### src/u8jesc_pkg.sv
// Shared types, codes and helpers for the UTF-8 to ASCII JSON escaper.
// No dependencies; used by u8jesc_decode, u8jesc_emit and the top level.
`default_nettype none

package u8jesc_pkg;

    // Kind of the final part of an escape plan, after any replacement units
    localparam logic [2:0] TAIL_NONE = 3'd0;  // nothing after the replacements
    localparam logic [2:0] TAIL_LIT  = 3'd1;  // one literal character
    localparam logic [2:0] TAIL_ESC  = 3'd2;  // backslash and one character
    localparam logic [2:0] TAIL_U16  = 3'd3;  // one \uXXXX unit
    localparam logic [2:0] TAIL_PAIR = 3'd4;  // surrogate pair, two \uXXXX units

    localparam logic [6:0] CHR_BSLASH = 7'h5c;
    localparam logic [6:0] CHR_QUOTE  = 7'h22;
    localparam logic [6:0] CHR_U      = 7'h75;
    localparam logic [6:0] CHR_B      = 7'h62;
    localparam logic [6:0] CHR_T      = 7'h74;
    localparam logic [6:0] CHR_N      = 7'h6e;
    localparam logic [6:0] CHR_F      = 7'h66;
    localparam logic [6:0] CHR_R      = 7'h72;

    localparam logic [15:0] REPL_CODE = 16'hfffd;
    localparam logic [15:0] HI_SURR   = 16'hd800;
    localparam logic [15:0] LO_SURR   = 16'hdc00;
    localparam logic [20:0] PLANE1    = 21'h10000;

    localparam int unsigned CODE_W = 21;
    localparam logic [2:0] U16_LEN = 3'd6;

    // Everything the emitter needs to spell out one input byte
    typedef struct packed {
        logic [2:0]  n_rep;  // \ufffd units first
        logic [2:0]  tail;   // TAIL_* code
        logic [15:0] val_a;  // u16 value, high surrogate, or character in [6:0]
        logic [15:0] val_b;  // low surrogate
    } plan_t;

    // Lowercase hex digit for one nibble
    function automatic logic [6:0] hex_char(input logic [3:0] nib);
        logic [6:0] wide;
        begin
            wide = {3'b000, nib};
            hex_char = (nib < 4'd10) ? (7'h30 + wide) : (7'h57 + wide);
        end
    endfunction

endpackage

`default_nettype wire

### src/u8jesc_decode.sv
// UTF-8 sequence tracker: holds the pending sequence and turns each byte into
// an escape plan. Depends on u8jesc_pkg.
`default_nettype none

module u8jesc_decode (
    input  wire logic               aclk,
    input  wire logic               aresetn,
    input  wire logic               byte_valid,
    output logic                    byte_ready,
    input  wire logic [7:0]         in_byte,
    input  wire logic               in_eos,
    input  wire logic               plan_ready,
    output logic                    plan_valid,
    output u8jesc_pkg::plan_t       plan
);

    logic [u8jesc_pkg::CODE_W-1:0] code_reg, code_next;
    logic [1:0]                    needed_reg, needed_next;
    logic [1:0]                    taken_reg, taken_next;

    logic                          accept;
    logic [u8jesc_pkg::CODE_W-1:0] cont_code, lead_code, out_code, surr_v;
    logic [1:0]                    cont_needed, cont_taken, lead_need;
    logic                          is_cont, do_lead, src_ascii, src_code;
    logic [2:0]                    n_rep;

    assign byte_ready = plan_ready;
    assign accept     = byte_valid && plan_ready;
    assign is_cont    = (in_byte[7:6] == 2'b10);
    assign cont_code  = {code_reg[14:0], in_byte[5:0]};
    assign cont_needed = needed_reg - 2'd1;
    assign cont_taken  = taken_reg + 2'd1;
    assign surr_v      = out_code - u8jesc_pkg::PLANE1;

    always_comb begin
        lead_need = 2'd0;
        lead_code = '0;
        if (in_byte[7:5] == 3'b110) begin
            lead_need = 2'd1;
            lead_code = {16'd0, in_byte[4:0]};
        end else if (in_byte[7:4] == 4'b1110) begin
            lead_need = 2'd2;
            lead_code = {17'd0, in_byte[3:0]};
        end else if (in_byte[7:3] == 5'b11110) begin
            lead_need = 2'd3;
            lead_code = {18'd0, in_byte[2:0]};
        end
    end

    // Sequence bookkeeping and replacement count
    always_comb begin
        code_next   = code_reg;
        needed_next = needed_reg;
        taken_next  = taken_reg;
        n_rep       = 3'd0;
        src_ascii   = 1'b0;
        src_code    = 1'b0;
        out_code    = cont_code;
        do_lead     = 1'b0;

        if (needed_reg != 2'd0) begin
            if (is_cont) begin
                if (cont_needed == 2'd0) begin
                    src_code    = 1'b1;
                    code_next   = '0;
                    needed_next = 2'd0;
                    taken_next  = 2'd0;
                end else if (in_eos) begin
                    n_rep       = 3'd1 + {1'b0, cont_taken};
                    code_next   = '0;
                    needed_next = 2'd0;
                    taken_next  = 2'd0;
                end else begin
                    code_next   = cont_code;
                    needed_next = cont_needed;
                    taken_next  = cont_taken;
                end
            end else begin
                // broken sequence: replace what was taken, then retry as a lead
                n_rep       = 3'd1 + {1'b0, taken_reg};
                code_next   = '0;
                needed_next = 2'd0;
                taken_next  = 2'd0;
                do_lead     = 1'b1;
            end
        end else begin
            do_lead = 1'b1;
        end

        if (do_lead) begin
            if (!in_byte[7]) begin
                src_ascii = 1'b1;
            end else if (lead_need == 2'd0 || in_eos) begin
                n_rep       = n_rep + 3'd1;
                code_next   = '0;
                needed_next = 2'd0;
                taken_next  = 2'd0;
            end else begin
                code_next   = lead_code;
                needed_next = lead_need;
                taken_next  = 2'd0;
            end
        end
    end

    // Tail of the plan
    always_comb begin
        plan.n_rep = n_rep;
        plan.tail  = u8jesc_pkg::TAIL_NONE;
        plan.val_a = '0;
        plan.val_b = '0;
        if (src_code) begin
            if (out_code[20:16] != 5'd0) begin
                plan.tail  = u8jesc_pkg::TAIL_PAIR;
                plan.val_a = u8jesc_pkg::HI_SURR + {5'd0, surr_v[20:10]};
                plan.val_b = u8jesc_pkg::LO_SURR | {6'd0, surr_v[9:0]};
            end else begin
                plan.tail  = u8jesc_pkg::TAIL_U16;
                plan.val_a = out_code[15:0];
            end
        end else if (src_ascii) begin
            plan.tail = u8jesc_pkg::TAIL_ESC;
            case (in_byte[6:0])
                u8jesc_pkg::CHR_QUOTE:  plan.val_a = {9'd0, u8jesc_pkg::CHR_QUOTE};
                u8jesc_pkg::CHR_BSLASH: plan.val_a = {9'd0, u8jesc_pkg::CHR_BSLASH};
                7'h08:                  plan.val_a = {9'd0, u8jesc_pkg::CHR_B};
                7'h09:                  plan.val_a = {9'd0, u8jesc_pkg::CHR_T};
                7'h0a:                  plan.val_a = {9'd0, u8jesc_pkg::CHR_N};
                7'h0c:                  plan.val_a = {9'd0, u8jesc_pkg::CHR_F};
                7'h0d:                  plan.val_a = {9'd0, u8jesc_pkg::CHR_R};
                default: begin
                    plan.val_a = {9'd0, in_byte[6:0]};
                    if (in_byte[6:5] == 2'b00) begin
                        plan.tail = u8jesc_pkg::TAIL_U16;
                    end else begin
                        plan.tail = u8jesc_pkg::TAIL_LIT;
                    end
                end
            endcase
        end
    end

    assign plan_valid = accept &&
                        (n_rep != 3'd0 || plan.tail != u8jesc_pkg::TAIL_NONE);

    always_ff @(posedge aclk) begin
        if (!aresetn) begin
            code_reg   <= '0;
            needed_reg <= 2'd0;
            taken_reg  <= 2'd0;
        end else if (accept) begin
            code_reg   <= code_next;
            needed_reg <= needed_next;
            taken_reg  <= taken_next;
        end
    end

endmodule

`default_nettype wire

### src/u8jesc_emit.sv
// Character sequencer: holds one escape plan and spells it out, one character
// per beat, into the output register. Depends on u8jesc_pkg.
`default_nettype none

module u8jesc_emit (
    input  wire logic               aclk,
    input  wire logic               aresetn,
    input  wire logic               plan_valid,
    input  wire u8jesc_pkg::plan_t  plan,
    output logic                    plan_ready,
    output logic                    out_valid,
    input  wire logic               out_ready,
    output logic [6:0]              out_char,
    output logic                    out_last
);

    u8jesc_pkg::plan_t plan_reg;
    logic              busy_reg;
    logic [2:0]        unit_reg, dig_reg;
    logic              valid_reg, last_reg;
    logic [6:0]        char_reg;

    logic              in_rep, unit_end, plan_end, advance;
    logic [2:0]        kind, unit_len, tail_units, total_units;
    logic [15:0]       value;
    logic [6:0]        char_now;

    assign in_rep = (unit_reg < plan_reg.n_rep);
    assign kind   = in_rep ? u8jesc_pkg::TAIL_U16 : plan_reg.tail;
    assign value  = in_rep ? u8jesc_pkg::REPL_CODE
                  : (unit_reg == plan_reg.n_rep) ? plan_reg.val_a : plan_reg.val_b;

    always_comb begin
        case (plan_reg.tail)
            u8jesc_pkg::TAIL_NONE: tail_units = 3'd0;
            u8jesc_pkg::TAIL_PAIR: tail_units = 3'd2;
            default:               tail_units = 3'd1;
        endcase
    end
    assign total_units = plan_reg.n_rep + tail_units;

    always_comb begin
        case (kind)
            u8jesc_pkg::TAIL_LIT: unit_len = 3'd1;
            u8jesc_pkg::TAIL_ESC: unit_len = 3'd2;
            default:              unit_len = u8jesc_pkg::U16_LEN;
        endcase
    end

    assign unit_end = (dig_reg == unit_len - 3'd1);
    assign plan_end = unit_end && (unit_reg == total_units - 3'd1);

    always_comb begin
        char_now = u8jesc_pkg::CHR_BSLASH;
        case (kind)
            u8jesc_pkg::TAIL_LIT: char_now = value[6:0];
            u8jesc_pkg::TAIL_ESC: begin
                if (dig_reg != 3'd0) begin
                    char_now = value[6:0];
                end
            end
            default: begin
                case (dig_reg)
                    3'd1:    char_now = u8jesc_pkg::CHR_U;
                    3'd2:    char_now = u8jesc_pkg::hex_char(value[15:12]);
                    3'd3:    char_now = u8jesc_pkg::hex_char(value[11:8]);
                    3'd4:    char_now = u8jesc_pkg::hex_char(value[7:4]);
                    3'd5:    char_now = u8jesc_pkg::hex_char(value[3:0]);
                    default: char_now = u8jesc_pkg::CHR_BSLASH;
                endcase
            end
        endcase
    end

    assign advance    = busy_reg && (!valid_reg || out_ready);
    assign plan_ready = !busy_reg || (advance && plan_end);

    always_ff @(posedge aclk) begin
        if (plan_valid && plan_ready) begin
            plan_reg <= plan;
        end
        if (advance) begin
            char_reg <= char_now;
            last_reg <= plan_end;
        end
    end

    always_ff @(posedge aclk) begin
        if (!aresetn) begin
            busy_reg  <= 1'b0;
            unit_reg  <= 3'd0;
            dig_reg   <= 3'd0;
            valid_reg <= 1'b0;
        end else begin
            if (plan_valid && plan_ready) begin
                busy_reg <= 1'b1;
                unit_reg <= 3'd0;
                dig_reg  <= 3'd0;
            end else if (advance) begin
                if (plan_end) begin
                    busy_reg <= 1'b0;
                end else if (unit_end) begin
                    unit_reg <= unit_reg + 3'd1;
                    dig_reg  <= 3'd0;
                end else begin
                    dig_reg <= dig_reg + 3'd1;
                end
            end
            if (advance) begin
                valid_reg <= 1'b1;
            end else if (out_ready) begin
                valid_reg <= 1'b0;
            end
        end
    end

    assign out_valid = valid_reg;
    assign out_char  = char_reg;
    assign out_last  = last_reg;

endmodule

`default_nettype wire

### src/utf8_to_ascii_json_escaper.sv
// Top level of the UTF-8 to ASCII JSON string escaper.
// Depends on u8jesc_pkg, u8jesc_decode and u8jesc_emit.
//
//   channel | dir | tdata                  | tlast
//   --------+-----+------------------------+-------------------------
//   s_      | in  | [7:0] in_byte          | end_of_string
//   m_      | out | [6:0] out_char, [7] 0  | last_of_run (final char)
//
// Rate: one output character per cycle while m_tready is high. A byte that
// yields N characters holds the input until the character sequencer has spelled
// them out (1 for printable ASCII, up to 24 for a run of \ufffd replacements).
// A byte that only extends a pending sequence is taken with no beat.
// Reset: aresetn clears the pending sequence and empties both stages.
// Stalls: the output register lets the next byte be taken while a finished
// character waits for m_tready.
`default_nettype none

module utf8_to_ascii_json_escaper (
    input  wire logic       aclk,
    input  wire logic       aresetn,
    input  wire logic       s_tvalid,
    output logic            s_tready,
    input  wire logic [7:0] s_tdata,   // [7:0] in_byte
    input  wire logic       s_tlast,   // end_of_string
    output logic            m_tvalid,
    input  wire logic       m_tready,
    output logic [7:0]      m_tdata,   // [6:0] out_char, [7] zero
    output logic            m_tlast    // last_of_run
);

    u8jesc_pkg::plan_t plan;
    logic              plan_valid;
    logic              plan_ready;
    logic [6:0]        out_char;

    // Track UTF-8 sequences and plan the escape text for each byte
    u8jesc_decode u_decode (
        .aclk       (aclk),
        .aresetn    (aresetn),
        .byte_valid (s_tvalid),
        .byte_ready (s_tready),
        .in_byte    (s_tdata),
        .in_eos     (s_tlast),
        .plan_ready (plan_ready),
        .plan_valid (plan_valid),
        .plan       (plan)
    );

    // Spell out the plan one beat at a time
    u8jesc_emit u_emit (
        .aclk       (aclk),
        .aresetn    (aresetn),
        .plan_valid (plan_valid),
        .plan       (plan),
        .plan_ready (plan_ready),
        .out_valid  (m_tvalid),
        .out_ready  (m_tready),
        .out_char   (out_char),
        .out_last   (m_tlast)
    );

    assign m_tdata = {1'b0, out_char};

endmodule

`default_nettype wire

### config.mk
export PLATFORM = sky130hd
export DESIGN_NAME = utf8_to_ascii_json_escaper
export DESIGN_NICKNAME = d
export VERILOG_FILES = /design/src/u8jesc_pkg.sv /design/src/u8jesc_decode.sv /design/src/u8jesc_emit.sv /design/src/utf8_to_ascii_json_escaper.sv
export SDC_FILE = /design/constraint.sdc
export NUM_CORES = 1
export LEC_CHECK = 0
export BUFFER_PORTS_ARGS = -buffer_cell sky130_fd_sc_hd__buf_2
export CAP_MARGIN = 10
export CORE_MARGIN = 10
export CORE_UTILIZATION = 60
export CTS_CLUSTER_SIZE = 10
export DETAILED_ROUTE_END_ITERATION = 8
export PLACE_DENSITY_LB_ADDON = 0.08
export SYNTH_ARGS = -nofsm -noshare
export SYNTH_HDL_FRONTEND = slang
export SYNTH_SLANG_ARGS = --single-unit
### constraint.sdc
create_clock -name aclk -period 10.2 [get_ports aclk]
set_clock_uncertainty 0.2 [all_clocks]
set_input_delay 1.53 -clock aclk [delete_from_list [all_inputs] [get_ports aclk]]
set_output_delay 1.53 -clock aclk [all_outputs]
set_load 0.02 [all_outputs]
==> results of run 1 <==
-- worst paths after layout --
| check | slack (ps) | cells after the start | endpoint |
|---|---|---|---|
| max | 5610 | 11 | s_tready |
| max reg2reg | 6580 | 11 | u_emit.out_char[2]$_DFFE_PP_ |
| min | 310 | 2 | u_decode.taken_reg[1]$_SDFFE_PN0P_ |
| min reg2reg | 310 | 2 | u_decode.taken_reg[1]$_SDFFE_PN0P_ |
-- routing by layer --
layer | up-vias | routed length [um] | GRT usage, %
met5 | - | 0 | 0
met4 | 0 | 299 | 7.64
met3 | 24 | 594 | 4.71
met2 | 137 | 5030 | 30.3
met1 | 1800 | 4760 | 23.0
li1 | 1899 | - | -
-- metrics by stage --
step / area, um^2 / setup WS [ps] / total power, W / util (%) / hold WS, ps
after floorplan: 4490 / 4990 / 0.000379 / - / 267
after global placement: 4650 / 5900 / 0.000399 / 64.1 / 280
after global routing: 4880 / 5410 / 0.000680 / 67.3 / 335
after detailed placement: 4650 / 5790 / 0.000401 / 64.1 / 295
after CTS: 4880 / 5590 / 0.000657 / 67.3 / 306
final: 4880 / 5610 / 0.000656 / 67.3 / 308
-- power breakdown --
| group | total (W) | leakage (nW) | internal [W] | switching [W] |
|---|---|---|---|---|
| Sequential | 0.000312 | 0.605 | 0.000303 | 0.00000898 |
| Combinational | 0.0000848 | 1.05 | 0.0000291 | 0.0000557 |
| Clock | 0.000259 | 0.116 | 0.000142 | 0.000117 |
| Total | 0.000656 | 1.77 | 0.000474 | 0.000182 |
-- layout make-up --
type                       instances  area, um^2  share of cell area, %
clock buffer                       9         124                   2.54
clock inverter                     7         106                   2.18
inverter                          31         116                   2.38
multi-input combinational        376        2520                   51.7
sequential                        68        1770                   36.3
tap                               99         124                   2.54
timing repair buffer              23         118                   2.41
-- cells in the final DEF, fill, tap and decap left out, types with 10 or more instances in the layout --
cell / instances
nor2_1: 48
edfxtp_1: 41
nand2_1: 40
inv_1: 31
dfxtp_1: 27
o21ai_0: 26
a21oi_1: 22
ha_1: 22
buf_2: 22
nor3_1: 17
nand3_1: 15
mux2i_1: 11
o22ai_1: 10
xnor2_1: 10
nor2b_1: 10
-- cell families after synthesis --
family,synth area share [%]
buf+inv,4.71
simple gates,21.1
flops,39.4
fa+ha+maj,6.13
compound gates,22.7
xor+xnor,2.92
other cells,0.0835
mux,2.95
-- tightest hold or removal path: stages (launching register included) --
cell	delay, ps
dfxtp_1	330
nand2_1	60
o22ai_1	70
==> impl_results.md, run 1 <==
* Post-CTS Resized at 0
* Mapped Cells at 499
* Die height at 107 um
* Asr flop ratio synth at 0%
* Post-synth cell types at 66
* Port bufs at 22
* Nets@finish at 544
* Slew Viols, Final at 0
* Largest net degree at the start of global routing at 40
* Max Fclk at between 200 and 250 MHz
* Worst Setup End Kind: output port
* Top post-synthesis cells by count: nor2_1, edfxtp_1, nand2_1, inv_1, dfxtp_1
* DR vias at just under 4000
* DRC at 0
* Diodes inserted at 0
* Synth area leader: edfxtp_1
* Pwr Density at between 100 and 150 nW/um^2
* Pleak at 1.77 nW
* Synth warn at 0
* Maxcap violations at 0
* P&R area growth vs syn at 8.63%
* Antenna Nets Post-Route at 0
* Flip-flop count of the largest register after layout at 33
* Pre-antenna DRT Iters at 6
* Post-CTS Hold Fix Bufs at 0
* Buffer and inverter count on the worst path at 2
* Most frequent cell after synthesis: nor2_1
* Synth Area per Inst at between 9 and 10 um^2
* Post-DP HPWL at 7950 um
* Rel. slew slack at 43.1%
* RSZ-0062 raised after global routing: no
* Number of synthesized flops with an enable pin at 41
* Root Buffer Master: clkbuf_8
* TritonCTS Buffers at 9
* Remaining global-route overflow at 0
* 1st-iter DRT viols at 229
* First-pass GRT wire length at about 17000 um
* Top cells by area, synth: edfxtp_1, dfxtp_1, ha_1
* Via-per-instance ratio at 6.30
* Core Region at 7250 um^2
* Setup crit start: u_emit.plan_reg[32]$_DFFE_PP_
* RR Startpoint: u_emit.plan_reg[37]$_DFFE_PP_
* Hold Startpoint: u_decode.taken_reg[1]$_SDFFE_PN0P_
* Fin crit share at between 40% and 50%
* CTS tree: done
* Final Critical Period at about 4600 ps
* Worst-path clk slew at 80 ps
* Starting Density at 61.9%
* CP cell instances: nor2_1, nand2_1, ha_1, inv_1, ha_1, xnor2_1, xnor2_1, nand3_1, a211o_1, nand2_1, buf_2
* CP max-delay cell: edfxtp_1
* Critical path required time at 8470 ps
* Outcome: completed
* Share of layout cells above drive strength 1 at 9.92%
* Tightest Pin Transition at 853 ps
* Clk buf depth at 2
* Critical path class: flip-flop to output port
* Setup TNS at 0 ps
* Die ar. at between 10000 and 15000 um^2
* Synth Flop Type: edfxtp_1
* Die Wd at 107 um
* Post-CTS setup buffers at 0
* Mapped Area at 4490 um^2
* Worst hold path class: flip-flop to flip-flop
* CP startpoint kind: flip-flop
* Dpl cells at 597
* VDD IR max at 0.0959 mV
* Row count at 31
* Critical path's top delay family: simple AND/OR/NAND/NOR gates
* Top-Level Pins at 24
* Seq/Total Area, Yosys at 39.4%
* Data arrival, critical path at 2860 ps
* H-tree levels at 3
* Final Non-Filler Cells at 613
* Setup violations, final at 0
* Initial antenna violation count at 0
* Hold Vio Cnt, Final at 0
* CTS sink count at 68
* Flops & latches, synth at 68
* Fill cells at 597
* Worst path max stage delay at about 460 ps
* Critical path peak fanout at 5
* GPL Wtd Cong at between 0.9 and 1
* Wire per inst at about 17 um
* Skew-Pair Late Insertion Delay at ~350 ps
* Final WL at between 10000 and 15000 um
* GRT Overall Usage at 18.6%
* Yosys top cell area share at 27.4%
* Syn Nets at 534
* Number of global-route vias before repair at 3653
(Power assumes the default switching activity.)
==> inputs of run 2 (changes only) <==
Settings changed: CORE_UTILIZATION 60 to 56.
Clock period 10.2 ns to 3.95 ns, I/O delays scaled along.
==> impl_results.md, run 2 (synthesized netlist as in run 1, its figures left out) <==
* Outcome: completed (unchanged)
* Share of layout cells above drive strength 1 at 10.4% (was 9.92%)
* DR vias at 3802 (was 3860)
* Critical path class: flip-flop to output port (unchanged)
* Most common cell after layout, fill and taps aside: nor2_1 (unchanged)
* Post-CTS setup buffers at 0 (unchanged)
* P&R area growth vs syn at 8.88% (was 8.63%)
* Pwr Density at 325 nW/um^2 (was 134 nW/um^2)
* Via-per-instance ratio at 6.13 (was 6.30)
* Clk buf depth at 2 (unchanged)
* Post-CTS Resized at 0 (unchanged)
* Worst hold path class: flip-flop to flip-flop (unchanged)
* Setup TNS at 0 ps (unchanged)
* Rel. slew slack at 42.8% (was 43.1%)
* Post-CTS Hold Fix Bufs at 0 (unchanged)
* Maxcap violations at 0 (unchanged)
* Footprint of the multi-input gates at 2520 um^2 (unchanged)
* Worst reg2reg setup slack at 590 ps (was 6580 ps)
* Hold Vio Cnt, Final at 0 (unchanged)
* Antenna Nets Post-Route at 0 (unchanged)
* Flip-flop count of the largest register after layout at 33 (unchanged)
* Port bufs at 22 (unchanged)
* Pre-antenna DRT Iters at 5 (was 6)
* CTS sink count at 68 (unchanged)
* Slew Viols, Final at 0 (unchanged)
* Wire per inst at 17.2 um (was 17.4 um)
* RSZ-0062 raised after global routing: no (unchanged)
* Remaining global-route overflow at 0 (unchanged)
* Max Fclk at 280 MHz
* Worst Setup End Kind: output port (unchanged)
* Dpl cells at 604 (was 597)
* Data arrival, critical path at 2780 ps (was 2860 ps)
* DRC at 0 (unchanged)
* Root Buffer Master: clkbuf_8 (unchanged)
* Critical path required time at 3160 ps (was 8470 ps)
* 1st-iter DRT viols at 224 (was 229)
* Final Non-Filler Cells at 620 (was 613)
* DP Area at 4700 um^2 (was 4650 um^2)
* Row count at 32 (was 31)
* CTS tree: done (unchanged)
* Total power at 0.00159 W (was 0.000656 W)
* Die height at 110 um (was 107 um)
* Skew-Pair Late Insertion Delay at 350 ps (about the same)
* Pleak at 1.77 nW (about the same)
* Tightest Pin Transition at 859 ps (was 853 ps)
* Register area at 1770 um^2 (unchanged)
* Critical path peak fanout at 5 (unchanged)
* TritonCTS Buffers at 9 (unchanged)
* Final Critical Period at 3570 ps
* Worst-path clk slew at 80 ps (about the same)
* Die Wd at 110 um (was 107 um)
* Largest net degree at the start of global routing at 40 (unchanged)
* VDD IR max at 0.162 mV (was 0.0959 mV)
* Setup violations, final at 0 (unchanged)
* Setup WS pre-CTS at 644 ps (was 5790 ps)
* Setup WS post-layout at 382 ps (was 5610 ps)
* H-tree levels at 3 (unchanged)
* Top-Level Pins at 24 (unchanged)
* Fill cells at 658 (was 597)
* Die ar. at 12000 um^2 (was 11300 um^2)
* Most frequent cells in the layout: nor2_1, edfxtp_1, nand2_1, inv_1, dfxtp_1 (unchanged)
* Number of global-route vias before repair at 3562 (was 3653)
* Core Region at 7770 um^2 (was 7250 um^2)
* CP startpoint kind: flip-flop (unchanged)
* Starting Density at 57.8% (was 61.9%)
* Nets@finish at 548 (was 544)
* Final WL at 10600 um (was 10700 um)
* Diodes inserted at 0 (unchanged)
* Post-DP HPWL at 8120 um (was 7950 um)
* GPL Wtd Cong at 1.00 (was 0.960)
* Fin crit share at between 90% and 100%
* First-pass GRT wire length at 17700 um (was 17500 um)
* Final instance area at 4890 um^2 (was 4880 um^2)
* GRT Overall Usage at 18.4% (was 18.6%)
* Initial antenna violation count at 0 (unchanged)
[run 2: worst paths after layout]
path                                                    startpoint                            endpoint  depth (start not counted)
worst max register to register  u_decode.taken_reg[0]$_SDFFE_PN0P_   u_emit.plan_reg[27]$_SDFFCE_PN0P_                         12
worst max-delay path                 u_emit.plan_reg[32]$_DFFE_PP_                            s_tready                         11
worst min register to register  u_decode.taken_reg[1]$_SDFFE_PN0P_  u_decode.taken_reg[1]$_SDFFE_PN0P_                          2
worst min-delay path            u_decode.taken_reg[1]$_SDFFE_PN0P_  u_decode.taken_reg[1]$_SDFFE_PN0P_                          2
[run 2: cell type report]
type	count	share of cell area [%]
multi-input cells	376	51.5
repair buffers	27	3.27
inverters	31	2.38
flip-flops and latches	68	36.2
clock buffers	10	3.04
well taps	102	2.61
clock inverters	6	0.946
[run 2: metrics by stage]
step	hold slack, ps	utilization (%)
5_1_grt	329	63.0
3_3_place_gp	283	60.5
2_1_floorplan	267	-
4_1_cts	309	63.0
3_5_place_dp	297	60.5
6_report	302	63.0
[run 2: power by group]
group          leakage (nW)  internal (W)  switching (W)
sequential            0.605      0.000782      0.0000228
combinational          1.07     0.0000785       0.000144
clock                0.0956      0.000269       0.000291
total                  1.77       0.00113       0.000458
[run 2: worst max-delay path: stages, from the launching register on]
cell	delay (ps)
edfxtp_1	440
nor2_1	170
nand2_1	70
ha_1	280
inv_1	40
ha_1	190
xnor2_1	190
xnor2_1	150
nand3_1	190
a211o_1	420
nand2_1	120
buf_2	170
[run 2: metal layers]
layer / GRT usage [%] / vias to the layer above / wire length [um]
met2: 29.9 / 129 / 5040
met5: 0 / - / 0
met1: 24.0 / 1750 / 4810
met3: 3.28 / 25 / 556
met4: 6.69 / 0 / 246
li1: - / 1898 / -
